**config.mk**
```make
export PLATFORM = sky130hd
export DESIGN_NAME = bicolor_led_pattern_sequencer_flat
export DESIGN_NICKNAME = d
export VERILOG_FILES = /design/src/sv/blps_pkg.sv /design/src/sv/blps_ifs.sv /design/src/sv/blps_ram.sv /design/src/sv/blps_core.sv /design/src/sv/bicolor_led_pattern_sequencer.sv /design/src/flat_wrapper.sv
export VERILOG_INCLUDE_DIRS = /design/src /design/src/sv
export SDC_FILE = /design/constraint.sdc
export NUM_CORES = 2
export LEC_CHECK = 0
export ABC_AREA = 0
export BUFFER_PORTS_ARGS = -buffer_cell sky130_fd_sc_hd__buf_4
export CAP_MARGIN = 5
export CORE_ASPECT_RATIO = 2
export CORE_MARGIN = 4
export CORE_UTILIZATION = 40
export DETAILED_ROUTE_END_ITERATION = 8
export GPL_ROUTABILITY_DRIVEN = 0
export PLACE_DENSITY = 0.63
export SYNTH_ARGS = -nofsm -noshare
export SYNTH_HDL_FRONTEND = slang
export SYNTH_SLANG_ARGS = --single-unit
```
**constraint.sdc**
```tcl
create_clock -name clk -period 12.35 [get_ports clk]
set_input_delay 1.235 -clock clk [delete_from_list [all_inputs] [get_ports clk]]
set_output_delay 1.235 -clock clk [all_outputs]
set_load 0.005 [all_outputs]
```
**src/sv/bicolor_led_pattern_sequencer_macros.svh**
```systemverilog
// Assertion shorthands used by the sequencer core.
`ifndef BICOLOR_LED_PATTERN_SEQUENCER_MACROS_SVH
`define BICOLOR_LED_PATTERN_SEQUENCER_MACROS_SVH

// Check a condition in the same cycle as its trigger.
`define BLPS_CHECK(label, clk, rst, ante, cons, msg) \
  label: assert property (@(posedge clk) disable iff (rst) (ante) |-> (cons)) \
    else $error(msg);

// Check a condition in the cycle after its trigger.
`define BLPS_CHECK_NEXT(label, clk, rst, ante, cons, msg) \
  label: assert property (@(posedge clk) disable iff (rst) (ante) |=> (cons)) \
    else $error(msg);

`endif

```
**src/sv/blps_pkg.sv**
```systemverilog
package blps_pkg;

  // Input transaction codes; the remaining codes do nothing.
  typedef enum logic [2:0] {
    ACT_TICK      = 3'd0,
    ACT_WRITE     = 3'd1,
    ACT_COMMIT_FG = 3'd2,
    ACT_COMMIT_BG = 3'd3,
    ACT_DROP_FG   = 3'd4
  } action_t;

  // Dwell slots within a step, in play order.
  localparam logic [1:0] DW_BOTH  = 2'd0;
  localparam logic [1:0] DW_RED   = 2'd1;
  localparam logic [1:0] DW_GREEN = 2'd2;
  localparam logic [1:0] DW_OFF   = 2'd3;

  localparam logic [7:0] SOLID_OFF_MS = 8'd255;

  // LED drive: bit 0 red, bit 1 green.
  localparam logic [1:0] DRV_OFF   = 2'b00;
  localparam logic [1:0] DRV_RED   = 2'b01;
  localparam logic [1:0] DRV_GREEN = 2'b10;
  localparam logic [1:0] DRV_BOTH  = 2'b11;

  typedef struct packed {
    logic [2:0]  action;
    logic [3:0]  step_index;
    logic [7:0]  both_ms;
    logic [7:0]  red_ms;
    logic [7:0]  green_ms;
    logic [7:0]  off_ms;
    logic [15:0] step_ms;
    logic [3:0]  step_count;
    logic        loop_forever;
  } item_t;

  typedef struct packed {
    logic red_on;
    logic green_on;
    logic foreground_active;
  } result_t;

  // One stored step: duration and the four dwells indexed by DW_*.
  typedef struct packed {
    logic [15:0]     ms;
    logic [3:0][7:0] dw;
  } step_t;

  localparam int STEP_W = $bits(step_t);

  function automatic logic [1:0] color_bits(input logic [1:0] slot);
    logic [1:0] drive;
    unique case (slot)
      DW_BOTH:  drive = DRV_BOTH;
      DW_RED:   drive = DRV_RED;
      DW_GREEN: drive = DRV_GREEN;
      default:  drive = DRV_OFF;
    endcase
    return drive;
  endfunction

endpackage

```
**src/sv/blps_ifs.sv**
```systemverilog
interface blps_cmd_if;
  logic        valid;
  logic        ready;
  logic [2:0]  action;
  logic [3:0]  step_index;
  logic [7:0]  both_ms;
  logic [7:0]  red_ms;
  logic [7:0]  green_ms;
  logic [7:0]  off_ms;
  logic [15:0] step_ms;
  logic [3:0]  step_count;
  logic        loop_forever;

  modport source (
    output valid, action, step_index, both_ms, red_ms, green_ms, off_ms,
           step_ms, step_count, loop_forever,
    input  ready
  );
  modport sink (
    input  valid, action, step_index, both_ms, red_ms, green_ms, off_ms,
           step_ms, step_count, loop_forever,
    output ready
  );
endinterface

interface blps_led_if;
  logic valid;
  logic ready;
  logic red_on;
  logic green_on;
  logic foreground_active;

  modport source (output valid, red_on, green_on, foreground_active, input ready);
  modport sink (input valid, red_on, green_on, foreground_active, output ready);
endinterface

```
**src/sv/blps_ram.sv**
```systemverilog
module blps_ram #(
  parameter int WIDTH = 48,
  parameter int DEPTH = 30
) (
  input  logic                     clk,
  input  logic                     wr_en,
  input  logic [$clog2(DEPTH)-1:0] wr_addr,
  input  logic [WIDTH-1:0]         wr_data,
  input  logic [$clog2(DEPTH)-1:0] rd_addr,
  output logic [WIDTH-1:0]         rd_data
);

  logic [WIDTH-1:0] mem [DEPTH];

  always_ff @(posedge clk) begin
    if (wr_en) begin
      mem[wr_addr] <= wr_data;
    end
    rd_data <= mem[rd_addr];
  end

endmodule

```
**src/sv/blps_core.sv**
```systemverilog
`include "bicolor_led_pattern_sequencer_macros.svh"

module blps_core #(
  parameter int MAX_STEPS = 10
) (
  input  logic             clk,
  input  logic             rst,
  input  logic             advance,
  input  blps_pkg::item_t   item,
  output blps_pkg::result_t result
);
  import blps_pkg::*;

  localparam int SW    = $clog2(MAX_STEPS + 1);
  localparam int DEPTH = 3 * MAX_STEPS;
  localparam int AW    = $clog2(DEPTH);
  localparam int NT    = 3;

  localparam logic [1:0] TBL_BG_RST    = 2'd0;
  localparam logic [1:0] TBL_FG_RST    = 2'd1;
  localparam logic [1:0] TBL_SPARE_RST = 2'd2;

  // Per-table play position and bookkeeping.
  logic [SW-1:0]   next_step      [NT];
  logic [SW-1:0]   next_step_next [NT];
  logic [1:0]      shade          [NT];
  logic [1:0]      shade_next     [NT];
  logic [15:0]     step_left      [NT];
  logic [15:0]     step_left_next [NT];
  logic [7:0]      seg_left       [NT];
  logic [7:0]      seg_left_next  [NT];
  logic [SW-1:0]   table_len      [NT];
  logic [SW-1:0]   table_len_next [NT];
  logic            table_rep      [NT];
  logic            table_rep_next [NT];
  // Dwells of the step in play, and the prefetched step that loads next.
  logic [3:0][7:0] cur_dw         [NT];
  logic [3:0][7:0] cur_dw_next    [NT];
  step_t           up_entry       [NT];

  logic [1:0] ptr_bg, ptr_bg_next;
  logic [1:0] ptr_fg, ptr_fg_next;
  logic [1:0] ptr_spare, ptr_spare_next;
  logic       playing, playing_next;
  logic [1:0] led, led_next;

  // Step table port.
  logic          wr_en;
  logic [AW-1:0] wr_addr;
  step_t         wr_data;
  logic [AW-1:0] rd_addr;
  step_t         rd_data;
  logic          rd_en;
  logic [1:0]    rd_tbl;
  logic [SW-1:0] rd_idx;
  logic          pend_valid;
  logic [1:0]    pend_tbl;

  // Tick datapath.
  logic [1:0]      t0, tsel, sp;
  logic            fallback, need_load, empty, solid, found;
  step_t           up;
  logic [SW-1:0]   load_base, nx, len_clamped;
  logic [15:0]     lv;
  logic [7:0]      sl, seg_new;
  logic [1:0]      sh, sh_new, k, led_tick;
  logic [3:0][7:0] dw;

  blps_ram #(.WIDTH(STEP_W), .DEPTH(DEPTH)) u_steps (
    .clk     (clk),
    .wr_en   (wr_en),
    .wr_addr (wr_addr),
    .wr_data (wr_data),
    .rd_addr (rd_addr),
    .rd_data (rd_data)
  );

  always_comb begin
    // Pick the playing table; a finished one-shot foreground hands over to background.
    t0        = playing ? ptr_fg : ptr_bg;
    fallback  = playing && (step_left[ptr_fg] == '0) &&
                (next_step[ptr_fg] >= table_len[ptr_fg]) && !table_rep[ptr_fg];
    tsel      = fallback ? ptr_bg : t0;
    need_load = (step_left[tsel] == '0);
    empty     = need_load && (table_len[tsel] == '0);
    sp        = ptr_spare;

    // Prefetched step; bypass the read that lands this cycle.
    up        = (pend_valid && (pend_tbl == tsel)) ? rd_data : up_entry[tsel];
    load_base = (next_step[tsel] >= table_len[tsel]) ? '0 : next_step[tsel];
    nx        = load_base + SW'(1);

    lv = need_load ? ((up.ms != '0) ? up.ms : 16'd1) : step_left[tsel];
    sl = need_load ? 8'd0 : seg_left[tsel];
    sh = need_load ? DW_BOTH : shade[tsel];
    dw = need_load ? up.dw : cur_dw[tsel];

    solid = (dw[DW_BOTH] == '0) && (dw[DW_RED] == '0) && (dw[DW_GREEN] == '0);
    k     = sh;
    found = 1'b0;
    for (int i = 0; i < 4; i++) begin
      if (!found && (dw[sh + 2'(i)] != '0)) begin
        k     = sh + 2'(i);
        found = 1'b1;
      end
    end

    seg_new  = sl;
    sh_new   = sh;
    led_tick = led;
    if (sl == '0) begin
      if (solid) begin
        led_tick = DRV_OFF;
        seg_new  = (dw[DW_OFF] == SOLID_OFF_MS) ? SOLID_OFF_MS : 8'd1;
      end else begin
        led_tick = color_bits(k);
        seg_new  = dw[k];
        sh_new   = k + 2'd1;
      end
    end

    if (int'(item.step_count) > MAX_STEPS) begin
      len_clamped = SW'(MAX_STEPS);
    end else begin
      len_clamped = SW'(item.step_count);
    end

    // Hold everything by default.
    next_step_next = next_step;
    shade_next     = shade;
    step_left_next = step_left;
    seg_left_next  = seg_left;
    table_len_next = table_len;
    table_rep_next = table_rep;
    cur_dw_next    = cur_dw;
    ptr_bg_next    = ptr_bg;
    ptr_fg_next    = ptr_fg;
    ptr_spare_next = ptr_spare;
    playing_next   = playing;
    led_next       = led;
    wr_en          = 1'b0;
    rd_en          = 1'b0;
    rd_tbl         = tsel;
    rd_idx         = '0;

    unique case (item.action)
      ACT_TICK: begin
        playing_next = playing && !fallback;
        if (empty) begin
          led_next = DRV_OFF;
        end else begin
          led_next             = led_tick;
          step_left_next[tsel] = lv - 16'd1;
          seg_left_next[tsel]  = (seg_new != '0) ? seg_new - 8'd1 : 8'd0;
          shade_next[tsel]     = sh_new;
          if (need_load) begin
            // Advance to the step just loaded and prefetch the one after it.
            next_step_next[tsel] = nx;
            cur_dw_next[tsel]    = up.dw;
            rd_en                = 1'b1;
            rd_idx               = (nx >= table_len[tsel]) ? '0 : nx;
          end
        end
      end
      ACT_WRITE: begin
        wr_en = advance && (int'(item.step_index) < MAX_STEPS);
      end
      ACT_COMMIT_FG: begin
        if (!playing) begin
          // Drop the background's current dwell and charge it to the step.
          step_left_next[ptr_bg] = ({8'd0, seg_left[ptr_bg]} > step_left[ptr_bg]) ? 16'd0 :
                                   step_left[ptr_bg] - {8'd0, seg_left[ptr_bg]};
          seg_left_next[ptr_bg]  = 8'd0;
        end
        table_len_next[sp] = len_clamped;
        table_rep_next[sp] = item.loop_forever;
        next_step_next[sp] = '0;
        shade_next[sp]     = DW_BOTH;
        step_left_next[sp] = 16'd0;
        seg_left_next[sp]  = 8'd0;
        ptr_fg_next        = sp;
        ptr_spare_next     = ptr_fg;
        playing_next       = 1'b1;
        rd_en              = 1'b1;
        rd_tbl             = sp;
      end
      ACT_COMMIT_BG: begin
        table_len_next[sp] = len_clamped;
        table_rep_next[sp] = 1'b1;
        next_step_next[sp] = '0;
        shade_next[sp]     = DW_BOTH;
        step_left_next[sp] = 16'd0;
        seg_left_next[sp]  = 8'd0;
        ptr_bg_next        = sp;
        ptr_spare_next     = ptr_bg;
        rd_en              = 1'b1;
        rd_tbl             = sp;
      end
      ACT_DROP_FG: begin
        playing_next = 1'b0;
      end
      default: begin
      end
    endcase

    wr_addr             = AW'(sp) * AW'(MAX_STEPS) + AW'(item.step_index);
    wr_data.ms          = item.step_ms;
    wr_data.dw[DW_BOTH] = item.both_ms;
    wr_data.dw[DW_RED]  = item.red_ms;
    wr_data.dw[DW_GREEN] = item.green_ms;
    wr_data.dw[DW_OFF]  = item.off_ms;
    rd_addr             = AW'(rd_tbl) * AW'(MAX_STEPS) + AW'(rd_idx);
  end

  assign result.red_on            = led_next[0];
  assign result.green_on          = led_next[1];
  assign result.foreground_active = playing_next;

  always_ff @(posedge clk) begin
    if (rst) begin
      for (int j = 0; j < NT; j++) begin
        next_step[j] <= '0;
        shade[j]     <= DW_BOTH;
        step_left[j] <= '0;
        seg_left[j]  <= '0;
        table_len[j] <= '0;
        table_rep[j] <= 1'b1;
      end
      ptr_bg     <= TBL_BG_RST;
      ptr_fg     <= TBL_FG_RST;
      ptr_spare  <= TBL_SPARE_RST;
      playing    <= 1'b0;
      led        <= DRV_OFF;
      pend_valid <= 1'b0;
    end else begin
      if (advance) begin
        next_step <= next_step_next;
        shade     <= shade_next;
        step_left <= step_left_next;
        seg_left  <= seg_left_next;
        table_len <= table_len_next;
        table_rep <= table_rep_next;
        ptr_bg    <= ptr_bg_next;
        ptr_fg    <= ptr_fg_next;
        ptr_spare <= ptr_spare_next;
        playing   <= playing_next;
        led       <= led_next;
      end
      pend_valid <= advance && rd_en;
    end
  end

  always_ff @(posedge clk) begin
    if (advance) begin
      cur_dw <= cur_dw_next;
    end
    if (pend_valid) begin
      up_entry[pend_tbl] <= rd_data;
    end
    pend_tbl <= rd_tbl;
  end

  `BLPS_CHECK(a_roles_distinct, clk, rst, 1'b1, ptr_bg != ptr_fg && ptr_bg != ptr_spare && ptr_fg != ptr_spare, "table roles overlap")
  `BLPS_CHECK_NEXT(a_led_only_on_tick, clk, rst, advance && item.action != ACT_TICK, $stable(led), "LED changed on a command")
  `BLPS_CHECK_NEXT(a_fg_commit_plays, clk, rst, advance && item.action == ACT_COMMIT_FG, playing, "foreground commit not playing")

endmodule

```
**src/sv/bicolor_led_pattern_sequencer.sv**
```systemverilog
// Red/green LED pattern sequencer. Feed one cmd transaction per millisecond
// tick, with step writes and commits in between: writes fill the spare step
// table, a commit swaps it in as foreground or background, and ticks play the
// active table's steps by cycling through each step's non-zero dwells (both,
// red, green, off), clipping the last dwell to the step's time. The
// background always repeats; a one-shot foreground falls back to it when it
// ends. Every cmd transaction yields exactly one led transaction with the
// drive after it. Throughput is one transaction per cycle while the led side
// is ready; an accepted transaction is held in the input register, then goes
// through the sequencer logic into the result register. The step table
// lives in a RAM with a registered read; each table keeps its next step
// prefetched, so a tick never waits on the RAM.
module bicolor_led_pattern_sequencer #(
  parameter int MAX_STEPS = 10
) (
  input logic        clk,
  input logic        rst,
  blps_cmd_if.sink   cmd,
  blps_led_if.source led
);
  import blps_pkg::*;

  logic    in_valid;
  item_t   in_item;
  logic    out_valid;
  result_t out_res;
  result_t core_res;
  logic    advance;

  // Move the held transaction on when the result register is free or draining.
  assign advance   = in_valid && (!out_valid || led.ready);
  assign cmd.ready = !in_valid || advance;

  always_ff @(posedge clk) begin
    if (rst) begin
      in_valid  <= 1'b0;
      out_valid <= 1'b0;
    end else begin
      if (cmd.ready) begin
        in_valid <= cmd.valid;
      end
      if (advance) begin
        out_valid <= 1'b1;
      end else if (led.ready) begin
        out_valid <= 1'b0;
      end
    end
  end

  // Payload registers carry no reset.
  always_ff @(posedge clk) begin
    if (cmd.valid && cmd.ready) begin
      in_item.action       <= cmd.action;
      in_item.step_index   <= cmd.step_index;
      in_item.both_ms      <= cmd.both_ms;
      in_item.red_ms       <= cmd.red_ms;
      in_item.green_ms     <= cmd.green_ms;
      in_item.off_ms       <= cmd.off_ms;
      in_item.step_ms      <= cmd.step_ms;
      in_item.step_count   <= cmd.step_count;
      in_item.loop_forever <= cmd.loop_forever;
    end
    if (advance) begin
      out_res <= core_res;
    end
  end

  blps_core #(.MAX_STEPS(MAX_STEPS)) u_core (
    .clk     (clk),
    .rst     (rst),
    .advance (advance),
    .item    (in_item),
    .result  (core_res)
  );

  assign led.valid             = out_valid;
  assign led.red_on            = out_res.red_on;
  assign led.green_on          = out_res.green_on;
  assign led.foreground_active = out_res.foreground_active;

endmodule

```
**src/flat_wrapper.sv**
```systemverilog
// flat-port wrapper written by rule: the top's interface ports become plain ports
module bicolor_led_pattern_sequencer_flat import blps_pkg::*;
#(
  parameter int MAX_STEPS = 10
)
  (clk, rst, cmd_valid, cmd_action, cmd_step_index, cmd_both_ms, cmd_red_ms, cmd_green_ms, cmd_off_ms, cmd_step_ms, cmd_step_count, cmd_loop_forever, cmd_ready, led_valid, led_red_on, led_green_on, led_foreground_active, led_ready);
  blps_cmd_if cmd_i ();
  blps_led_if led_i ();
  input logic clk;
  input logic rst;
  input wire logic [$bits(cmd_i.valid)-1:0] cmd_valid;
  input wire logic [$bits(cmd_i.action)-1:0] cmd_action;
  input wire logic [$bits(cmd_i.step_index)-1:0] cmd_step_index;
  input wire logic [$bits(cmd_i.both_ms)-1:0] cmd_both_ms;
  input wire logic [$bits(cmd_i.red_ms)-1:0] cmd_red_ms;
  input wire logic [$bits(cmd_i.green_ms)-1:0] cmd_green_ms;
  input wire logic [$bits(cmd_i.off_ms)-1:0] cmd_off_ms;
  input wire logic [$bits(cmd_i.step_ms)-1:0] cmd_step_ms;
  input wire logic [$bits(cmd_i.step_count)-1:0] cmd_step_count;
  input wire logic [$bits(cmd_i.loop_forever)-1:0] cmd_loop_forever;
  output wire logic [$bits(cmd_i.ready)-1:0] cmd_ready;
  output wire logic [$bits(led_i.valid)-1:0] led_valid;
  output wire logic [$bits(led_i.red_on)-1:0] led_red_on;
  output wire logic [$bits(led_i.green_on)-1:0] led_green_on;
  output wire logic [$bits(led_i.foreground_active)-1:0] led_foreground_active;
  input wire logic [$bits(led_i.ready)-1:0] led_ready;
  assign cmd_i.valid = cmd_valid;
  assign cmd_i.action = cmd_action;
  assign cmd_i.step_index = cmd_step_index;
  assign cmd_i.both_ms = cmd_both_ms;
  assign cmd_i.red_ms = cmd_red_ms;
  assign cmd_i.green_ms = cmd_green_ms;
  assign cmd_i.off_ms = cmd_off_ms;
  assign cmd_i.step_ms = cmd_step_ms;
  assign cmd_i.step_count = cmd_step_count;
  assign cmd_i.loop_forever = cmd_loop_forever;
  assign cmd_ready = cmd_i.ready;
  assign led_valid = led_i.valid;
  assign led_red_on = led_i.red_on;
  assign led_green_on = led_i.green_on;
  assign led_foreground_active = led_i.foreground_active;
  assign led_i.ready = led_ready;
  bicolor_led_pattern_sequencer #(.MAX_STEPS(MAX_STEPS)) u_core (.clk(clk), .rst(rst), .cmd(cmd_i), .led(led_i));
endmodule
```
==> impl_metrics.ini <==
[clock_tree]
clockRootBuffer = clkbuf_16
cts_resized = 0
holdBufCountCts = 0
cts_tree = yes
clk_pin_slew_ns = 0.07
clock_latency_ns = 0.81
clock-sinks = 1910
cts-buffers-inserted = 167
cts_buffer_depth = 4
cts_setup_buffers = 0
htree_levels = 4

[logic_synthesis]
post_synth.cell_area_avg_um2 = 16.2
post-synth-top-count-cell = edfxtp_1
synthTopCellsByArea = edfxtp_1 67%, mux4_2 11%, dfxtp_1 4.3%, nand2_1 2.5%, a21oi_1 1.7%
synth_enable_flop_cells = 1743
synth_ff_type = edfxtp_1
yosys.area.top_type_share_pct = 66.8
synthCells = 4838
ys_top_cells_by_count = 1743 x edfxtp_1, 521 x nand2_1, 384 x mux4_2, 327 x nor2_1, 262 x a21oi_1
ys.warnings.count = 0
ys_ff_latch = 1910
synth_nets = 4938
netlist_area_mm2 = 0.0784
synth_largest_area_cell = edfxtp_1
synthArstFlopShare_pct = 0
ys_types = 104
ys_seq_area_share_pct = 71.0

[power]
max-vdd-ir-drop_uv = 100
total_power_w = 0.0136
p_leak_nw = 28.0
powerDensity_mw_per_mm2 = 155

[critical_path]
r2r-start = u_core.u_core.ptr_fg[0]$_SDFFE_PP1P_
worst_path_most_repeated_cell = ha_1
endpoint_kind = register
worstSetupStartpointType = register
cp.arrival_ns = 10.32
crit_path_max_incr_delay_ns = 1.43
r2r_end = u_core.u_core.u_steps.rd_data[31]$_DFF_P_
crit_type = register to register
cp.required_ns = 13.01
worstRegToRegCells = 30
cpMaxStageDelayCell = fa_4
r2r_setup_slack_ns = 2.69
crit_fanout = 94

[placed_design]
dp_hpwl_mm = 132
portBuffers = 68
dp_cells = 7283

[routing]
ant_nets = 0
wl_mm = 230
routed_via_density = 6.09
drt_iter0_drc = 4857
drc = 0
routedWlPerCell_um = 30.4
dr.pass1.iters = 9
vias = 46149

[global_routing]
grt_max_degree = 97
grt_pass1_wl_mm = 330
grt_pass1_vias = 46629
grt_usage_pct = 22.3
antenna_found_initial = 4
grt_overflow = 0

[floorplanning]
die_w_um = 321
die_y_um = 634
start_util_pct = 40.2
die_area_mm2 = 0.204
core_mm2 = 0.195
num_io_pins = 69
fp-row-count = 229

[sta]
final-hold-violation-count = 0
fin_tns_setup_ns = 0
clock_skew_ns = 0.0558
fin_crit_sh_pct = 78.2
slew_headroom_pct = 11.6
tightest_slew_ns = 1.33
drv_slew = 0
max_freq_mhz = 104
final.min_clock_period_ns = 9.66
hold_ws_ns = 0.467
setup_viol = 0
rsz0062_at_grt = no

[worst_hold_path]
hp-start = u_core.u_core.table_rep[1]$_SDFFE_PP1P_
min_path_cells = 1
hold_end = u_core.u_core.table_rep[1]$_SDFFE_PP1P_
hold_path_class = register to register

[run_status]
status = finished, final reports clean

[cells_and_area]
regArea_mm2 = 0.0557
final_cells = 7577
fillers = 16689
drive_above_1_share_pct = 18.5
utilization_pct = 45.1
multi_input_area_mm2 = 0.0219
final_nets = 5012
area_delta_synth_final_pct = 12.1

[flow_run]
maxCapViolations = 0
cell usage in the layout, fill, tap and decap left out, types with 44 or more instances in the layout:
master | Yosys | layout
nand2_1 | 521 | 521
o211ai_1 | 46 | 46
nor4_1 | 51 | 47
a31oi_1 | 80 | 80
mux4_2 | 384 | 384
clkbuf_1 | 193 | 44
buf_4 | 1 | 185
a21oi_1 | 262 | 262
nor3_1 | 66 | 62
nand4_1 | 58 | 58
edfxtp_1 | 1743 | 1743
dfxtp_1 | 167 | 166
mux2i_1 | 114 | 113
nor2_1 | 327 | 293
o21ai_0 | 158 | 156
clkbuf_16 | 0 | 169
report_power, final:
part	switching (W)	internal (W)	total, W	leakage, nW
combinational	0.000741	0.000357	0.00110	8.30
sequential	0.000160	0.00713	0.00729	17.1
clock	0.00233	0.00293	0.00525	2.59
total	0.00323	0.0104	0.0136	28.0
critical path: cells and delay by family (launching register included):
| kind | cells | cell delay, ns |
|---|---|---|
| simple gates | 8 | 1.26 |
| flops | 1 | 0.88 |
| fa+ha+maj | 6 | 2.86 |
| compound gates | 10 | 2.01 |
| buf+inv | 4 | 1.48 |
| mux | 2 | 0.83 |
state kept, by name (all words and copies together), names as in the netlist, 3 cells and up:
name and count:
u_core.u_core.table_rep 3, u_core.u_core.shade 6, u_core.in_item 60, u_core.u_core.seg_left 24, u_core.u_core.u_steps.rd_data 48, u_core.u_core.table_len 12
u_core.u_core.cur_dw 96, u_core.u_core.step_left 48, u_core.u_core.up_entry 144, u_core.u_core.next_step 12, u_core.u_core.u_steps.mem 1440
cells by family (layout without fill, tap and decap cells):
family	after synthesis	count (layout)	share of synthesized area, %
xor+xnor	36	36	0.412
mux	513	513	12.7
buf+inv	329	526	1.64
other cells	0	1	0
fa+ha+maj	36	36	0.603
compound gates	831	831	6.88
flops	1910	1910	71.0
simple gates	1183	1183	6.75
per-stage QoR:
stage | setup WS (ns) | instance area (µm²)
global route | 2.12 | 87900
finish | 2.69 | 87900
global placement | 2.96 | 82500
CTS | 2.82 | 87900
detailed placement | 2.81 | 82500
floorplan | 2.58 | 78400
worst max-delay path by stage:
stage | from | endpoint | slack (ns) | cells past startpoint
finish | u_core.u_core.ptr_fg[0]$_SDFFE_PP1P_ | u_core.u_core.u_steps.rd_data[31]$_DFF_P_ | 2.69 | 30
global route | u_core.u_core.ptr_fg[1]$_SDFFE_PP0P_ | u_core.u_core.u_steps.rd_data[31]$_DFF_P_ | 2.12 | 30
CTS | u_core.u_core.ptr_fg[0]$_SDFFE_PP1P_ | u_core.u_core.u_steps.rd_data[40]$_DFF_P_ | 2.82 | 30
detailed placement | u_core.u_core.ptr_fg[0]$_SDFFE_PP1P_ | u_core.u_core.u_steps.rd_data[31]$_DFF_P_ | 2.81 | 30
global placement | u_core.u_core.ptr_fg[0]$_SDFFE_PP1P_ | u_core.u_core.u_steps.rd_data[35]$_DFF_P_ | 2.96 | 29
floorplan | u_core.u_core.ptr_fg[0]$_SDFFE_PP1P_ | u_core.u_core.u_steps.rd_data[35]$_DFF_P_ | 2.58 | 43
layer usage:
metal	global-route usage (%)	share of wire [%]
met1	25.4	34
met4	12.0	6.1
met2	40.4	53
met5	0	0
met3	3.10	6.5
layout make-up:
| class | count | share of cell area (%) |
|---|---|---|
| sequential | 1910 | 63.3 |
| clock buffer | 223 | 5.16 |
| antenna | 1 | 0.00285 |
| multi-input combinational | 2599 | 24.9 |
| inverter | 36 | 0.154 |
| tap | 2541 | 3.62 |
| timing repair buffer | 198 | 1.88 |
| clock inverter | 69 | 0.935 |
Note: power is estimated with default switching activity, not from simulation.
